## src/hdl/cmc_pkg.sv

```systemverilog
// Shared widths, constants and register indexes of the colour-match centroid unit
package cmc_pkg;

   // field widths
   localparam int COLOR_W     = 8;
   localparam int THRESH_W    = 13;
   localparam int FWIDTH_W    = 11;
   localparam int COORD_OUT_W = 10;

   // accumulator widths
   localparam int SUM_W   = 40;
   localparam int COUNT_W = 21;
   localparam logic [COUNT_W-1:0] COUNT_MAX = {COUNT_W{1'b1}};

   // squarer: operand is wide enough for the threshold
   localparam int MULT_W = THRESH_W;
   localparam int PROD_W = 2 * MULT_W;
   localparam int DIST_W = 2 * COLOR_W + 2;
   localparam int DIST_SHIFT = 8;

   // configuration port
   localparam int CSR_ADDR_W = 3;
   localparam int CSR_DATA_W = THRESH_W;

   localparam logic [CSR_ADDR_W-1:0] CSR_TARGET_RED     = 3'd0;
   localparam logic [CSR_ADDR_W-1:0] CSR_TARGET_GREEN   = 3'd1;
   localparam logic [CSR_ADDR_W-1:0] CSR_TARGET_BLUE    = 3'd2;
   localparam logic [CSR_ADDR_W-1:0] CSR_MATCH_THRESHOLD = 3'd3;
   localparam logic [CSR_ADDR_W-1:0] CSR_FRAME_WIDTH    = 3'd4;

   // register reset values
   localparam logic [COLOR_W-1:0]  RST_TARGET_RED   = 8'd255;
   localparam logic [COLOR_W-1:0]  RST_TARGET_GREEN = 8'd182;
   localparam logic [COLOR_W-1:0]  RST_TARGET_BLUE  = 8'd193;
   localparam logic [THRESH_W-1:0] RST_THRESHOLD    = 13'd40;
   localparam logic [FWIDTH_W-1:0] RST_FRAME_WIDTH  = 11'd640;

   // default frame limits
   localparam int DEFAULT_MAX_WIDTH  = 1024;
   localparam int DEFAULT_MAX_HEIGHT = 1024;

endpackage

```

## src/hdl/color_match_centroid_unit.sv

```systemverilog
// Colour-threshold blob centroid tracker, top level
//
//   channel   direction  handshake            payload
//   req_      in         req_valid/req_stall  red, green, blue, end_of_frame
//   rsp_      out        rsp_valid/rsp_stall  mask_pixel, frame_done, target_found,
//                                             centroid_x, centroid_y
//   csr_      in         csr_write            csr_index, csr_data
//
// A request goes through accept, five squarer steps (three colour differences,
// the threshold, a latch step), compare and deliver before the next acceptance.
// An end-of-frame request with matches adds two divider passes (40 steps each),
// using the shared restoring divider for the column mean, then the row mean.
// Reset is synchronous and returns the counters, sums and registers to defaults.
// A stalled result is held; the next request is taken while it waits.
module color_match_centroid_unit #(
   parameter int MAX_WIDTH  = cmc_pkg::DEFAULT_MAX_WIDTH,
   parameter int MAX_HEIGHT = cmc_pkg::DEFAULT_MAX_HEIGHT
) (
   input  logic                              clock,
   input  logic                              reset,
   input  logic                              req_valid,
   output logic                              req_stall,
   input  logic [cmc_pkg::COLOR_W-1:0]       req_red,
   input  logic [cmc_pkg::COLOR_W-1:0]       req_green,
   input  logic [cmc_pkg::COLOR_W-1:0]       req_blue,
   input  logic                              req_end_of_frame,
   output logic                              rsp_valid,
   input  logic                              rsp_stall,
   output logic                              rsp_mask_pixel,
   output logic                              rsp_frame_done,
   output logic                              rsp_target_found,
   output logic [cmc_pkg::COORD_OUT_W-1:0]   rsp_centroid_x,
   output logic [cmc_pkg::COORD_OUT_W-1:0]   rsp_centroid_y,
   input  logic                              csr_write,
   input  logic [cmc_pkg::CSR_ADDR_W-1:0]    csr_index,
   input  logic [cmc_pkg::CSR_DATA_W-1:0]    csr_data
);

   localparam int COL_W = $clog2(MAX_WIDTH);
   localparam int ROW_W = $clog2(MAX_HEIGHT);
   localparam int CMP_W = (COL_W + 1 > cmc_pkg::FWIDTH_W) ? COL_W + 1 : cmc_pkg::FWIDTH_W;

   // sequencer states
   localparam logic [2:0] ST_IDLE    = 3'd0;
   localparam logic [2:0] ST_SQUARE  = 3'd1;
   localparam logic [2:0] ST_COMPARE = 3'd2;
   localparam logic [2:0] ST_DIV_X   = 3'd3;
   localparam logic [2:0] ST_DIV_Y   = 3'd4;
   localparam logic [2:0] ST_DELIVER = 3'd5;

   localparam logic [2:0] STEP_RED    = 3'd0;
   localparam logic [2:0] STEP_GREEN  = 3'd1;
   localparam logic [2:0] STEP_BLUE   = 3'd2;
   localparam logic [2:0] STEP_THRESH = 3'd4;

   logic [2:0] state_ff, state_in;
   logic [2:0] step_ff, step_in;

   // configuration registers
   logic [cmc_pkg::COLOR_W-1:0]  tgt_red_ff, tgt_green_ff, tgt_blue_ff;
   logic [cmc_pkg::THRESH_W-1:0] threshold_ff;
   logic [cmc_pkg::FWIDTH_W-1:0] frame_width_ff;

   // request payload
   logic [cmc_pkg::COLOR_W-1:0] red_ff, red_in, green_ff, green_in, blue_ff, blue_in;
   logic                        eof_ff, eof_in;

   // arithmetic
   logic [cmc_pkg::PROD_W-1:0] prod_ff, prod_in;
   logic [cmc_pkg::DIST_W-1:0] dist_ff, dist_in;
   logic [cmc_pkg::PROD_W-1:0] thr_sq_ff, thr_sq_in;
   logic [cmc_pkg::MULT_W-1:0] mul_op;
   logic [cmc_pkg::COLOR_W-1:0] diff_val, diff_a, diff_b;
   logic                       match;

   // frame state
   logic [COL_W-1:0]            col_ff, col_in;
   logic [ROW_W-1:0]            row_ff, row_in;
   logic [cmc_pkg::SUM_W-1:0]   sum_col_ff, sum_col_in, sum_row_ff, sum_row_in;
   logic [cmc_pkg::COUNT_W-1:0] count_ff, count_in;
   logic [CMP_W-1:0]            limit;

   // result fields
   logic                            match_ff, match_in;
   logic                            found_ff, found_in;
   logic [cmc_pkg::COORD_OUT_W-1:0] cx_ff, cx_in, cy_ff, cy_in;

   // result register
   logic                            rsp_valid_ff, rsp_valid_in;
   logic                            rsp_mask_ff, rsp_mask_in;
   logic                            rsp_done_ff, rsp_done_in;
   logic                            rsp_found_ff, rsp_found_in;
   logic [cmc_pkg::COORD_OUT_W-1:0] rsp_cx_ff, rsp_cx_in, rsp_cy_ff, rsp_cy_in;

   // divider hookup
   logic                        div_start;
   logic                        div_done;
   logic [cmc_pkg::SUM_W-1:0]   div_dividend;
   logic [cmc_pkg::SUM_W-1:0]   div_quotient;

   cmc_divider u_div (
      .clock    (clock),
      .reset    (reset),
      .start    (div_start),
      .dividend (div_dividend),
      .divisor  (count_in),
      .done     (div_done),
      .quotient (div_quotient)
   );

   assign div_dividend = (state_ff == ST_COMPARE) ? sum_col_in : sum_row_ff;

   // operand select for the shared squarer
   always_comb begin
      case (step_ff)
         STEP_RED: begin
            diff_a = red_ff;
            diff_b = tgt_red_ff;
         end
         STEP_GREEN: begin
            diff_a = green_ff;
            diff_b = tgt_green_ff;
         end
         default: begin
            diff_a = blue_ff;
            diff_b = tgt_blue_ff;
         end
      endcase
      diff_val = (diff_a >= diff_b) ? (diff_a - diff_b) : (diff_b - diff_a);
      if (step_ff == STEP_RED || step_ff == STEP_GREEN || step_ff == STEP_BLUE) begin
         mul_op = cmc_pkg::MULT_W'(diff_val);
      end else begin
         mul_op = threshold_ff;
      end
   end

   // squared distance against squared threshold
   assign match = {dist_ff, {cmc_pkg::DIST_SHIFT{1'b0}}} < thr_sq_ff;

   // effective row length
   assign limit = (CMP_W'(frame_width_ff) > CMP_W'(MAX_WIDTH)) ?
                  CMP_W'(MAX_WIDTH) : CMP_W'(frame_width_ff);

   assign req_stall = (state_ff != ST_IDLE);

   // sequencer
   always_comb begin
      state_in     = state_ff;
      step_in      = step_ff;
      red_in       = red_ff;
      green_in     = green_ff;
      blue_in      = blue_ff;
      eof_in       = eof_ff;
      prod_in      = mul_op * mul_op;
      dist_in      = dist_ff;
      thr_sq_in    = thr_sq_ff;
      col_in       = col_ff;
      row_in       = row_ff;
      sum_col_in   = sum_col_ff;
      sum_row_in   = sum_row_ff;
      count_in     = count_ff;
      match_in     = match_ff;
      found_in     = found_ff;
      cx_in        = cx_ff;
      cy_in        = cy_ff;
      div_start    = 1'b0;
      rsp_valid_in = rsp_valid_ff && rsp_stall;
      rsp_mask_in  = rsp_mask_ff;
      rsp_done_in  = rsp_done_ff;
      rsp_found_in = rsp_found_ff;
      rsp_cx_in    = rsp_cx_ff;
      rsp_cy_in    = rsp_cy_ff;

      unique case (state_ff)
         ST_IDLE: begin
            if (req_valid) begin
               red_in   = req_red;
               green_in = req_green;
               blue_in  = req_blue;
               eof_in   = req_end_of_frame;
               step_in  = STEP_RED;
               dist_in  = '0;
               state_in = ST_SQUARE;
            end
         end
         ST_SQUARE: begin
            // accumulate the square computed in the previous step
            if (step_ff == STEP_THRESH) begin
               thr_sq_in = prod_ff;
               state_in  = ST_COMPARE;
            end else if (step_ff != STEP_RED) begin
               dist_in = dist_ff + cmc_pkg::DIST_W'(prod_ff);
            end
            step_in = step_ff + 1'b1;
         end
         ST_COMPARE: begin
            match_in = match;
            found_in = 1'b0;
            cx_in    = '0;
            cy_in    = '0;
            if (match && count_ff != cmc_pkg::COUNT_MAX) begin
               sum_col_in = sum_col_ff + cmc_pkg::SUM_W'(col_ff);
               sum_row_in = sum_row_ff + cmc_pkg::SUM_W'(row_ff);
               count_in   = count_ff + 1'b1;
            end
            if (eof_ff && count_in != '0) begin
               div_start = 1'b1;
               state_in  = ST_DIV_X;
            end else begin
               state_in = ST_DELIVER;
            end
         end
         ST_DIV_X: begin
            if (div_done) begin
               cx_in     = div_quotient[cmc_pkg::COORD_OUT_W-1:0];
               div_start = 1'b1;
               state_in  = ST_DIV_Y;
            end
         end
         ST_DIV_Y: begin
            if (div_done) begin
               cy_in    = div_quotient[cmc_pkg::COORD_OUT_W-1:0];
               found_in = 1'b1;
               state_in = ST_DELIVER;
            end
         end
         ST_DELIVER: begin
            if (!rsp_valid_ff || !rsp_stall) begin
               rsp_valid_in = 1'b1;
               rsp_mask_in  = match_ff;
               rsp_done_in  = eof_ff;
               rsp_found_in = found_ff;
               rsp_cx_in    = cx_ff;
               rsp_cy_in    = cy_ff;
               if (eof_ff) begin
                  col_in     = '0;
                  row_in     = '0;
                  sum_col_in = '0;
                  sum_row_in = '0;
                  count_in   = '0;
               end else if (CMP_W'(col_ff) + 1'b1 >= limit) begin
                  col_in = '0;
                  if ((ROW_W + 1)'(row_ff) + 1'b1 >= (ROW_W + 1)'(MAX_HEIGHT)) begin
                     row_in = '0;
                  end else begin
                     row_in = row_ff + 1'b1;
                  end
               end else begin
                  col_in = col_ff + 1'b1;
               end
               state_in = ST_IDLE;
            end
         end
         default: begin
            state_in = ST_IDLE;
         end
      endcase
   end

   // control state and configuration
   always_ff @(posedge clock) begin
      if (reset) begin
         state_ff       <= ST_IDLE;
         step_ff        <= STEP_RED;
         col_ff         <= '0;
         row_ff         <= '0;
         sum_col_ff     <= '0;
         sum_row_ff     <= '0;
         count_ff       <= '0;
         rsp_valid_ff   <= 1'b0;
         tgt_red_ff     <= cmc_pkg::RST_TARGET_RED;
         tgt_green_ff   <= cmc_pkg::RST_TARGET_GREEN;
         tgt_blue_ff    <= cmc_pkg::RST_TARGET_BLUE;
         threshold_ff   <= cmc_pkg::RST_THRESHOLD;
         frame_width_ff <= cmc_pkg::RST_FRAME_WIDTH;
      end else begin
         state_ff     <= state_in;
         step_ff      <= step_in;
         col_ff       <= col_in;
         row_ff       <= row_in;
         sum_col_ff   <= sum_col_in;
         sum_row_ff   <= sum_row_in;
         count_ff     <= count_in;
         rsp_valid_ff <= rsp_valid_in;
         if (csr_write) begin
            unique case (csr_index)
               cmc_pkg::CSR_TARGET_RED: begin
                  tgt_red_ff <= csr_data[cmc_pkg::COLOR_W-1:0];
               end
               cmc_pkg::CSR_TARGET_GREEN: begin
                  tgt_green_ff <= csr_data[cmc_pkg::COLOR_W-1:0];
               end
               cmc_pkg::CSR_TARGET_BLUE: begin
                  tgt_blue_ff <= csr_data[cmc_pkg::COLOR_W-1:0];
               end
               cmc_pkg::CSR_MATCH_THRESHOLD: begin
                  threshold_ff <= csr_data;
               end
               cmc_pkg::CSR_FRAME_WIDTH: begin
                  frame_width_ff <= csr_data[cmc_pkg::FWIDTH_W-1:0];
               end
               default: begin
               end
            endcase
         end
      end
   end

   // payload registers
   always_ff @(posedge clock) begin
      red_ff       <= red_in;
      green_ff     <= green_in;
      blue_ff      <= blue_in;
      eof_ff       <= eof_in;
      prod_ff      <= prod_in;
      dist_ff      <= dist_in;
      thr_sq_ff    <= thr_sq_in;
      match_ff     <= match_in;
      found_ff     <= found_in;
      cx_ff        <= cx_in;
      cy_ff        <= cy_in;
      rsp_mask_ff  <= rsp_mask_in;
      rsp_done_ff  <= rsp_done_in;
      rsp_found_ff <= rsp_found_in;
      rsp_cx_ff    <= rsp_cx_in;
      rsp_cy_ff    <= rsp_cy_in;
   end

   assign rsp_valid        = rsp_valid_ff;
   assign rsp_mask_pixel   = rsp_mask_ff;
   assign rsp_frame_done   = rsp_done_ff;
   assign rsp_target_found = rsp_found_ff;
   assign rsp_centroid_x   = rsp_cx_ff;
   assign rsp_centroid_y   = rsp_cy_ff;

endmodule

```

## src/hdl/cmc_divider.sv

```systemverilog
// Restoring divider, one quotient bit per cycle
module cmc_divider (
   input  logic                          clock,
   input  logic                          reset,
   input  logic                          start,
   input  logic [cmc_pkg::SUM_W-1:0]     dividend,
   input  logic [cmc_pkg::COUNT_W-1:0]   divisor,
   output logic                          done,
   output logic [cmc_pkg::SUM_W-1:0]     quotient
);

   localparam int CNT_W = $clog2(cmc_pkg::SUM_W + 1);

   logic                          busy_ff, busy_in;
   logic                          done_ff, done_in;
   logic [CNT_W-1:0]              cnt_ff, cnt_in;
   logic [cmc_pkg::SUM_W-1:0]     dq_ff, dq_in;
   logic [cmc_pkg::COUNT_W-1:0]   rem_ff, rem_in;
   logic [cmc_pkg::COUNT_W-1:0]   dvs_ff, dvs_in;
   logic [cmc_pkg::COUNT_W:0]     shifted;
   logic                          fits;

   // one trial subtraction
   assign shifted = {rem_ff, dq_ff[cmc_pkg::SUM_W-1]};
   assign fits    = shifted >= {1'b0, dvs_ff};

   always_comb begin
      busy_in = busy_ff;
      done_in = 1'b0;
      cnt_in  = cnt_ff;
      dq_in   = dq_ff;
      rem_in  = rem_ff;
      dvs_in  = dvs_ff;
      if (start) begin
         busy_in = 1'b1;
         cnt_in  = CNT_W'(cmc_pkg::SUM_W);
         dq_in   = dividend;
         rem_in  = '0;
         dvs_in  = divisor;
      end else if (busy_ff) begin
         if (fits) begin
            rem_in = cmc_pkg::COUNT_W'(shifted - {1'b0, dvs_ff});
         end else begin
            rem_in = shifted[cmc_pkg::COUNT_W-1:0];
         end
         dq_in  = {dq_ff[cmc_pkg::SUM_W-2:0], fits};
         cnt_in = cnt_ff - 1'b1;
         if (cnt_ff == CNT_W'(1)) begin
            busy_in = 1'b0;
            done_in = 1'b1;
         end
      end
   end

   always_ff @(posedge clock) begin
      if (reset) begin
         busy_ff <= 1'b0;
         done_ff <= 1'b0;
         cnt_ff  <= '0;
      end else begin
         busy_ff <= busy_in;
         done_ff <= done_in;
         cnt_ff  <= cnt_in;
      end
      dq_ff  <= dq_in;
      rem_ff <= rem_in;
      dvs_ff <= dvs_in;
   end

   assign done     = done_ff;
   assign quotient = dq_ff;

endmodule

```

## config.mk

```make
export PLATFORM = sky130hd
export DESIGN_NAME = color_match_centroid_unit
export DESIGN_NICKNAME = d
export VERILOG_FILES = /design/src/hdl/cmc_pkg.sv /design/src/hdl/color_match_centroid_unit.sv /design/src/hdl/cmc_divider.sv
export SDC_FILE = /design/constraint.sdc
export NUM_CORES = 1
export LEC_CHECK = 0
export ABC_AREA = 1
export BUFFER_PORTS_ARGS = -buffer_cell sky130_fd_sc_hd__buf_4
export CAP_MARGIN = 20
export CORE_AREA = 2 2 245 247
export CTS_BUF_LIST = sky130_fd_sc_hd__clkbuf_8
export DETAILED_ROUTE_END_ITERATION = 6
export DIE_AREA = 0 0 247 249
export PLACE_DENSITY = 0.66
export SYNTH_ARGS = -nofsm -noshare
export SYNTH_HDL_FRONTEND = slang
export SYNTH_SLANG_ARGS = --single-unit
```

## constraint.sdc

```tcl
create_clock -name clock -period 22.7 [get_ports clock]
set_clock_uncertainty 0.1 [all_clocks]
set_input_delay 2.27 -clock clock [delete_from_list [all_inputs] [get_ports clock]]
set_output_delay 2.27 -clock clock [all_outputs]
set_load 0.01 [all_outputs]
```

* Word level (Yosys, flattened, before mapping)
Index checks and enable logic that the tools add are counted.
** Word-level totals
- Input bits :: 46
- Flip-flop bits (word level) :: 406
- Output and inout port bits :: 25
- Logic and storage cells :: 173
** Cells by class
- $mul :: 1
- Mux-type cells :: 56
- $add $sub $neg :: 13
- Bitwise operators :: 1
- Reductions and logical operators :: 37
- Eq/ne operators :: 23
- Order comparisons :: 6
** Operators by type and width (count)
- two-way mux 40 bit :: 9
- case mux 40 bit (2 select lines) :: 2
- two-way mux 21 bit :: 5
- adder 40 x 10 -> 40 bit :: 2
- two-way mux 10 bit :: 6
- two-way mux 18 bit :: 3
- case mux 21 bit (2 select lines) :: 1
- case mux 10 bit (2 select lines) :: 2
- case mux 18 bit (2 select lines) :: 1
- case mux 8 bit (2 select lines) :: 2
- < comparator 26 bit :: 1
- multiplier 13 x 13 -> 26 bit :: 1
- adder 10 x 1 -> 11 bit (second input constant) :: 2
- greater-or-equal comparator 22 x 21 -> 1 bit :: 1
- AND reduction 2 bit :: 11
- adder 21 x 1 -> 21 bit (second input constant) :: 1
- two-way mux 3 bit :: 7
- != test 21 bit (second input constant) :: 1
- nonzero test 21 bit :: 1
- subtractor 21 bit :: 1
- adder 10 x 1 -> 10 bit (second input constant) :: 2
- adder 18 bit :: 1
- case mux 3 bit (6 select lines) :: 1
- subtractor 8 bit :: 2
- other kinds (31) :: 71

* Depth between registers and ports, before layout
Gate-level depths: netlist of the first run.
- Depth in word-level cells :: 9
- Depth in mapped cells :: 45
- Mapped depth without buffers :: 44

* Modules after synthesis
From an unflattened synthesis of the first run, not the netlist that was laid out.
** Unflattened totals
- Cell total of the unflattened synthesis :: 3502
- Area total of the unflattened synthesis :: 26802.0 um2
** Modules (own cells, without submodules)
- color_match_centroid_unit :: sequential area each 7417.1 um2, cells an instance 2814, area each 21583.2 um2, times used 1
- cmc_divider :: sequential area each 2412.3 um2, cells an instance 688, area each 5218.8 um2, times used 1

* Least setup slack after synthesis of the first run
OpenSTA, ideal clock, no wires.
- Path type :: register -> register
- Start :: register step_ff[1]
- End :: register prod_ff[22] in the netlist's numbering
- Path buffers :: 1
- Period minus slack after synthesis :: 7.844 ns
- Setup slack :: 14.856 ns
- Cell stages (with the launch flop) :: 41
- Data arrival time :: 7.632 ns
- Required time :: 22.488 ns
- Setup time :: 0.112 ns
- Cells stage by stage :: dfxtp_1 inv_1 ha_1 inv_1 nor2_1 inv_1 clkbuf_1 nor2_1 o22ai_1 inv_1 ha_1 fa_1 o21ai_0 nand2_1 nand3_1 inv_1 o21ai_0 xor2_1 [5 not listed] fa_1 inv_1 fa_1 inv_1 fa_1 fa_1 inv_1 ha_1 inv_1 o21bai_1 a21o_1 nand2_1 o21bai_1 a21boi_0 o21ai_0 nand2_1 nand3_1 nand2_1
** Between the ends
- Word-level cells in the longest chain between the ends :: 6
- Elaborated cells between the ends (all ways) :: 13
- Those cells by class :: 2 x add/sub; 1 x mul; 1 x order compare; 2 x eq/ne; 4 x mux; 3 x reduce/logical
** Ends and longest elaborated chain
- from (decl) :: RTL line color_match_centroid_unit.sv:57 : logic [2:0] step_ff, step_in;
- from (signal assigned) :: RTL line color_match_centroid_unit.sv:278 : step_ff <= step_in;
- equality test 3 x 1 -> 1 bit / logical NOT 3 bit (equally long branches) :: RTL line color_match_centroid_unit.sv:115, color_match_centroid_unit.sv:130
- case mux 8 bit (2 select lines) :: RTL line color_match_centroid_unit.sv:115 : case (step_ff)
- subtractor 8 bit / greater-or-equal comparator 8 bit (equally long branches) :: RTL line color_match_centroid_unit.sv:129 : diff_val = (diff_a >= diff_b) ? (diff_a - diff_b) : (diff_b - diff_a);
- two-way mux 8 bit :: RTL line color_match_centroid_unit.sv:129
- two-way mux 13 bit (*) :: RTL line color_match_centroid_unit.sv:130 : if (step_ff == STEP_RED || step_ff == STEP_GREEN || step_ff == STEP_BLUE) begin
- multiplier 13 x 13 -> 26 bit (*) :: RTL line color_match_centroid_unit.sv:154 : prod_in = mul_op * mul_op;
- named net prod_in (one bit) :: RTL line color_match_centroid_unit.sv:69 : logic [cmc_pkg::PROD_W-1:0] prod_ff, prod_in;
- to (signal assigned) :: RTL line color_match_centroid_unit.sv:315 : prod_ff <= prod_in;
- to (decl) :: RTL line color_match_centroid_unit.sv:69
Mark *: on every way through the listed nets, which the timed path passes. The rest lies on a longest branch.
A chain may end at the register's enable or synchronous reset.

* Worst setup path after layout of the first run
Same ends and word-level chain as after synthesis.

==> flow_metrics.tcl, run 1 <==
set metrics [dict create \
    die_x_microns 247 \
    placedCellCount 4077 \
    wl_mm 63.5 \
    max_slew_margin 0.273 \
    cpMostUsedCell "inv_1" \
    period_share 0.386 \
    vias 21448 \
    design.core.area_sq_um 58700 \
    timing.critical_path.slowest_stage_cell "fa_1" \
    postPlaceCellArea_sq_um 27500 \
    place_congestion 0.921 \
    final-instance-count-excl-fill 4210 \
    antenna_found_initial 3 \
    cts_buf_count 72 \
    post-dp-hpwl_mm 47.5 \
    initial_utilization 0.448 \
    status "completed" \
    grt_start_max_net_pins 85 \
    cts_setup_buffers 0 \
    maxCapViolations 0 \
    synth_async_sr_flop_share 0 \
    dr.first_iter.drc_count 1531 \
    postSynthAreaPerCell_sq_um 7.97 \
    synth.net_count 3625 \
    post-route-min-period_ps 8770 \
    wirelength_per_cell_microns 15.1 \
    report.final.hold_viol_count 0 \
    ys_seq_elements 404 \
    grt_pass1_wl_mm 103 \
    multi_input_area_sq_um 14100 \
    synthCells 3300 \
    synth-seq-area-share 0.374 \
    grt_usage 0.208 \
    grt_setup_unrepaired "false" \
    cp_data_required_time_ps 23140 \
    num-fill-cells 5644 \
    timing.final.max_slew_violations 0 \
    root_buffer "clkbuf_8" \
    cpPeakStageDelay_ps 550 \
    clk_pin_slew_worst_paths_ps 70 \
    io_buffer_count 70 \
    worstMarginPinSlew_ps 1090 \
    post_synth_num_cell_types 69 \
    postCtsHoldBufs 0 \
    die_h_microns 249 \
    dr.pass1.iters 5 \
    critical_path.endpoint_type "register" \
    area.growth.synth_to_final_pct 10.3 \
    postRouteAntennaNets 0 \
    design_area_sq_um 29000 \
    cts_tree "built" \
    clkLatencyLatePin_ps 680 \
    synth_area_sq_um 26300 \
    floorplan.die_area_sq_um 61500 \
    synth_flop_cell "dfxtp_1" \
    final.setup.tns_ps 0 \
    setup.worst_path.start_class "register" \
    cts.sinks 404 \
    pin_count 71 \
    bufs_on_longest_clock_path 3 \
    final_layout_size_suffix_gt1_frac 0.0824 \
    max_clock_freq_mhz 114 \
    ctsResizeCount 0 \
    ff_latch_area_sq_um 9830 \
    cts_max_level 3 \
    number_of_enable_flip_flop_cells_after_synthesis 174 \
    crit_arrival_ps 9210 \
    drcViolationCount 0 \
    yosysWarningCount 0 \
    layout_common_cells "nand2_1 (703), inv_1 (553), nor2_1 (298), a21oi_1 (240), dfxtp_1 (230)" \
    via_count_of_the_first_global_routing_pass 20175 \
    design.final.nets 3705 \
    timing.hold.worst.class "reg -> reg" \
    timing.final.setup_violations 0 \
    timing.critical_path.fanout_max 12 \
    post_drt_via_cell_ratio 5.09 \
    grt_overflow 0 \
    crit_type "reg -> reg" \
    rows 89 \
    mostFrequentLayoutCell "nand2_1" \
]
[final cells by class]
cell class              count  share of cell area
inverters                 543              0.0703
repair buffers             87              0.0228
clock buffers              86              0.0408
flip-flops and latches    404               0.339
clock inverters            44             0.00897
diodes                      1           0.0000862
multi-input cells        2272               0.485
well taps                 773              0.0333
[worst max-delay path, delay by kind of cell (launching register included)]
family,cells,cell delay (ps)
buf+inv,10,1020
compound gates,9,2050
xor+xnor,1,170
fa+ha+maj,9,3750
flops,1,420
simple gates,10,1140
[cell usage after synthesis (3+ instances only)]
library cell,count,share of area
edfxtp_1,174,0.20
buf_6,7,0.0030
a31o_2,3,0.0010
o21a_1,13,0.0037
fa_1,103,0.078
nand3_2,6,0.0023
o21ai_0,210,0.040
a21boi_0,11,0.0031
o22ai_1,14,0.0033
buf_1,7,0.0010
nand4_1,35,0.0083
xnor2_1,28,0.0093
a21o_1,14,0.0040
a221oi_1,5,0.0017
nand2_2,13,0.0031
nor3b_1,3,0.00086
or2_2,13,0.0031
dfxtp_1,230,0.18
nor2_2,8,0.0019
a211oi_1,12,0.0034
ha_1,176,0.084
nand3_1,114,0.022
inv_1,529,0.075
o211ai_1,25,0.0071
buf_4,3,0.00086
o21bai_1,10,0.0029
o31ai_1,5,0.0014
nor3_1,45,0.0086
inv_2,9,0.0013
clkbuf_1,58,0.0083
a21oi_1,241,0.046
nand3b_1,6,0.0017
clkinv_1,4,0.00057
buf_2,5,0.00095
a31oi_1,6,0.0014
a21oi_2,14,0.0047
nand2_1,703,0.10
xor2_1,68,0.023
nor2_4,10,0.0043
and3_1,5,0.0012
nor4_1,14,0.0033
o21ai_1,8,0.0015
nor2_1,301,0.043
[cell families (layout without fill, tap and decap cells)]
family / Yosys count / after routing / synth area share
AO/OA/AOI/OAI: 607 / 607 / 0.131
XOR/XNOR: 96 / 96 / 0.0320
adder cells (fa/ha/maj): 279 / 279 / 0.162
buffers and inverters: 624 / 760 / 0.0924
flip-flops: 404 / 404 / 0.374
multiplexers: 3 / 3 / 0.00119
other: 0 / 1 / 0
AND/OR/NAND/NOR: 1287 / 1287 / 0.208
[layer usage]
metal  track usage  vias up  share of wire
met5             0        -        0.00043
met4        0.0640        4          0.023
met3        0.0395      103          0.059
met2         0.315      533           0.43
met1         0.298     9870           0.48
li1              -    10938              -
[path summary, 6_finish.rpt]
kind,startpoint,to,cells past startpoint,slack [ps]
worst max-delay path,step_ff[1]$_SDFFE_PP0P_,prod_ff[22]$_DFF_P_,39,13930
worst min-delay path,prod_ff[20]$_DFF_P_,thr_sq_ff[20]$_DFFE_PP_,0,290
worst max register to register,step_ff[1]$_SDFFE_PP0P_,prod_ff[22]$_DFF_P_,39,13930
worst min register to register,prod_ff[20]$_DFF_P_,thr_sq_ff[20]$_DFFE_PP_,0,290
[sequential cells by signal (all words and copies together), names as in the netlist, 13 cells and up]
| register | flops |
|---|---|
| sum_col_ff | 40 |
| u_div.dvs_ff | 21 |
| thr_sq_ff | 25 |
| count_ff | 21 |
| u_div.rem_ff | 21 |
| u_div.quotient | 40 |
| sum_row_ff | 40 |
| prod_ff | 25 |
| threshold_ff | 13 |
| dist_ff | 18 |
[per-stage QoR]
step                setup WS, ps  hold WS [ps]  utilization
floorplan                  14860           286            -
global placement           14160           289        0.469
detailed placement         13890           289        0.469
CTS                        13890           291        0.494
global route               13120           300        0.494
finish                     13930           292        0.494
Power of run 1 is left out: the tool's default activity adds up to more than one toggle a clock period on the data nets, which glitch-free logic cannot reach.
==> run 2, diff against run 1 <==
PLACE_DENSITY = 0.69   (was 0.66)
clock period = 7.7 ns   (was 22.7 ns; I/O delays follow)
==> run 2 against run 1 <==
  * Core utilization grew 1.1 points
  * Critical path depth grew 1
  * Non-clock buffer count rose by 53
  * First-iteration DRC count rose by 2.1%
  * Global-route usage rose by 0.13 points
  * Hold slack got worse by 110 ps
  * Critical path type unchanged
  * Highest routed layer is now met4
==> flow_metrics.tcl, run 2 (same netlist as run 1, synthesis figures left out) <==
set metrics [dict create \
    cts_max_level 3 \
    timing.final.setup_violations 0 \
    pin_count 71 \
    final_layout_size_suffix_gt1_frac 0.109 \
    clk_pin_slew_worst_paths_ps 70 \
    placedCellCount 4129 \
    setup.worst_path.start_class "register" \
    via_count_of_the_first_global_routing_pass 20843 \
    dr.first_iter.drc_count 1563 \
    maxCapViolations 0 \
    cpMostUsedCell "inv_1" \
    post_drt_via_cell_ratio 5.12 \
    initial_utilization 0.448 \
    period_share 0.957 \
    hold-path-endpoint "blue_ff[2]$_DFFE_PP_" \
    wl_mm 63.8 \
    place_congestion 0.955 \
    dr.pass1.iters 5 \
    num-fill-cells 5618 \
    post-dp-hpwl_mm 47.5 \
    crit_arrival_ps 7800 \
    timing.final.max_slew_violations 0 \
    max_slew_margin 0.306 \
    rows 89 \
    max_clock_freq_mhz 136 \
    clkLatencyLatePin_ps 660 \
    grt_usage 0.209 \
    ff2ff_setup_slack_ps 330 \
    mostFrequentLayoutCell "nand2_1" \
    cpPeakStageDelay_ps 540 \
    floorplan.die_area_sq_um 61500 \
    final-instance-count-excl-fill 4265 \
    final.setup.tns_ps 0 \
    timing.reg2reg.worst_path_depth 40 \
    design.final.nets 3757 \
    cp_top_family "adder cells" \
    die_h_microns 249 \
    status "completed" \
    grt_pass1_wl_mm 104 \
    report.final.hold_viol_count 0 \
    layout_common_cells "nand2_1 (700), inv_1 (541), nor2_1 (295), a21oi_1 (238), dfxtp_1 (230)" \
    antenna_found_initial 1 \
    worstMarginPinSlew_ps 1040 \
    io_buffer_count 70 \
    root_buffer "clkbuf_8" \
    timing.critical_path.fanout_max 5 \
    cts_buf_count 71 \
    grt_overflow 0 \
    bufs_on_longest_clock_path 3 \
    vias 21829 \
    grt_start_max_net_pins 85 \
    whs_ps 182 \
    wirelength_per_cell_microns 15.0 \
    critical_path.reg2reg.endpoint "prod_ff[20]$_DFF_P_" \
    area.growth.synth_to_final_pct 12.8 \
    path_buf_inv 11 \
    cts_tree "built" \
    timing.critical_path.slowest_stage_cell "fa_1" \
    multi_input_area_sq_um 14300 \
    min_from "req_blue[2]" \
    critical_path.endpoint_type "register" \
    design.core.area_sq_um 58700 \
    ff_latch_area_sq_um 9830 \
    cts.sinks 404 \
    timing.rr.start "step_ff[0]$_SDFFE_PP0P_" \
    cp_data_required_time_ps 8130 \
    crit_type "reg -> reg" \
    die_x_microns 247 \
    timing.hold.worst.class "in -> reg" \
    drcViolationCount 0 \
    whs_path_depth 1 \
    post-route-min-period_ps 7370 \
    postRouteAntennaNets 0 \
]
==> run 2: cell count changes in the layout (fill, tap and decap cells not counted), sizes merged <==
cell      previous run  this run
inv                569       562
buf                 86       140
clkinv              15        22
bufinv               2         5
clkbuf              87        81
clkinvlp             1         5
==> run 2: worst max path at each step <==
stage                                        from             endpoint  slack, ps  cells after the start
final                     step_ff[0]$_SDFFE_PP0P_  prod_ff[20]$_DFF_P_        330                     40
after global routing      step_ff[0]$_SDFFE_PP0P_  prod_ff[20]$_DFF_P_        -50                     41
after CTS                 step_ff[0]$_SDFFE_PP0P_  prod_ff[23]$_DFF_P_        0.3                     37
after detailed placement  step_ff[0]$_SDFFE_PP0P_  prod_ff[25]$_DFF_P_       -220                     37
after global placement    step_ff[0]$_SDFFE_PP0P_  prod_ff[24]$_DFF_P_        -70                     39
after floorplan           step_ff[1]$_SDFFE_PP0P_  prod_ff[23]$_DFF_P_          1                     39
==> run 2: worst register-to-register path: cells and delay by family (launching register included) <==
kind | cells | cell delay, ps
AOI/OAI and AO/OA | 9 | 1430
xor gates and xnor gates | 2 | 290
adders and majority gates | 8 | 3030
buffers and inverters | 11 | 1070
DFF | 1 | 330
muxes | 1 | 120
and+or+nand+nor | 9 | 880
==> run 2: what timing repair did <==
| item | in CTS | in global routing |
|---|---|---|
| gates resized for setup | 7 | 54 |
| endpoints found under the setup margin | 10 | 15 |
| setup buffers | 0 | 2 |
| pin swaps | 0 | 9 |
| cloned | 0 | 0 |
| hold buffers | 0 | 0 |
==> run 2: final cells by class <==
cell class | count | area share
multi-input cells | 2272 | 0.481
flip-flops and latches | 404 | 0.331
inverters | 543 | 0.0688
clock buffers | 81 | 0.0376
repair buffers | 140 | 0.0360
well taps | 773 | 0.0326
clock inverters | 51 | 0.0127
diodes | 1 | 0.0000843
==> run 2: per-stage QoR <==
step | area [sq um] | util | setup WS, ps
floorplan | 26300 | - | 1.18
detailed placement | 27900 | 0.476 | -221
global route | 29700 | 0.506 | -54.7
finish | 29700 | 0.506 | 335
CTS | 29400 | 0.502 | 0.307
global placement | 27900 | 0.476 | -70.5
==> run 2: routing by layer <==
| layer | vias to the layer above | part of all wire | GRT usage |
|---|---|---|---|
| li1 | 11039 | - | - |
| met4 | 0 | 0.023 | 0.0656 |
| met5 | - | 0 | 0 |
| met1 | 10130 | 0.47 | 0.296 |
| met3 | 97 | 0.061 | 0.0316 |
| met2 | 563 | 0.45 | 0.327 |
Power of run 2 is left out for the same reason.
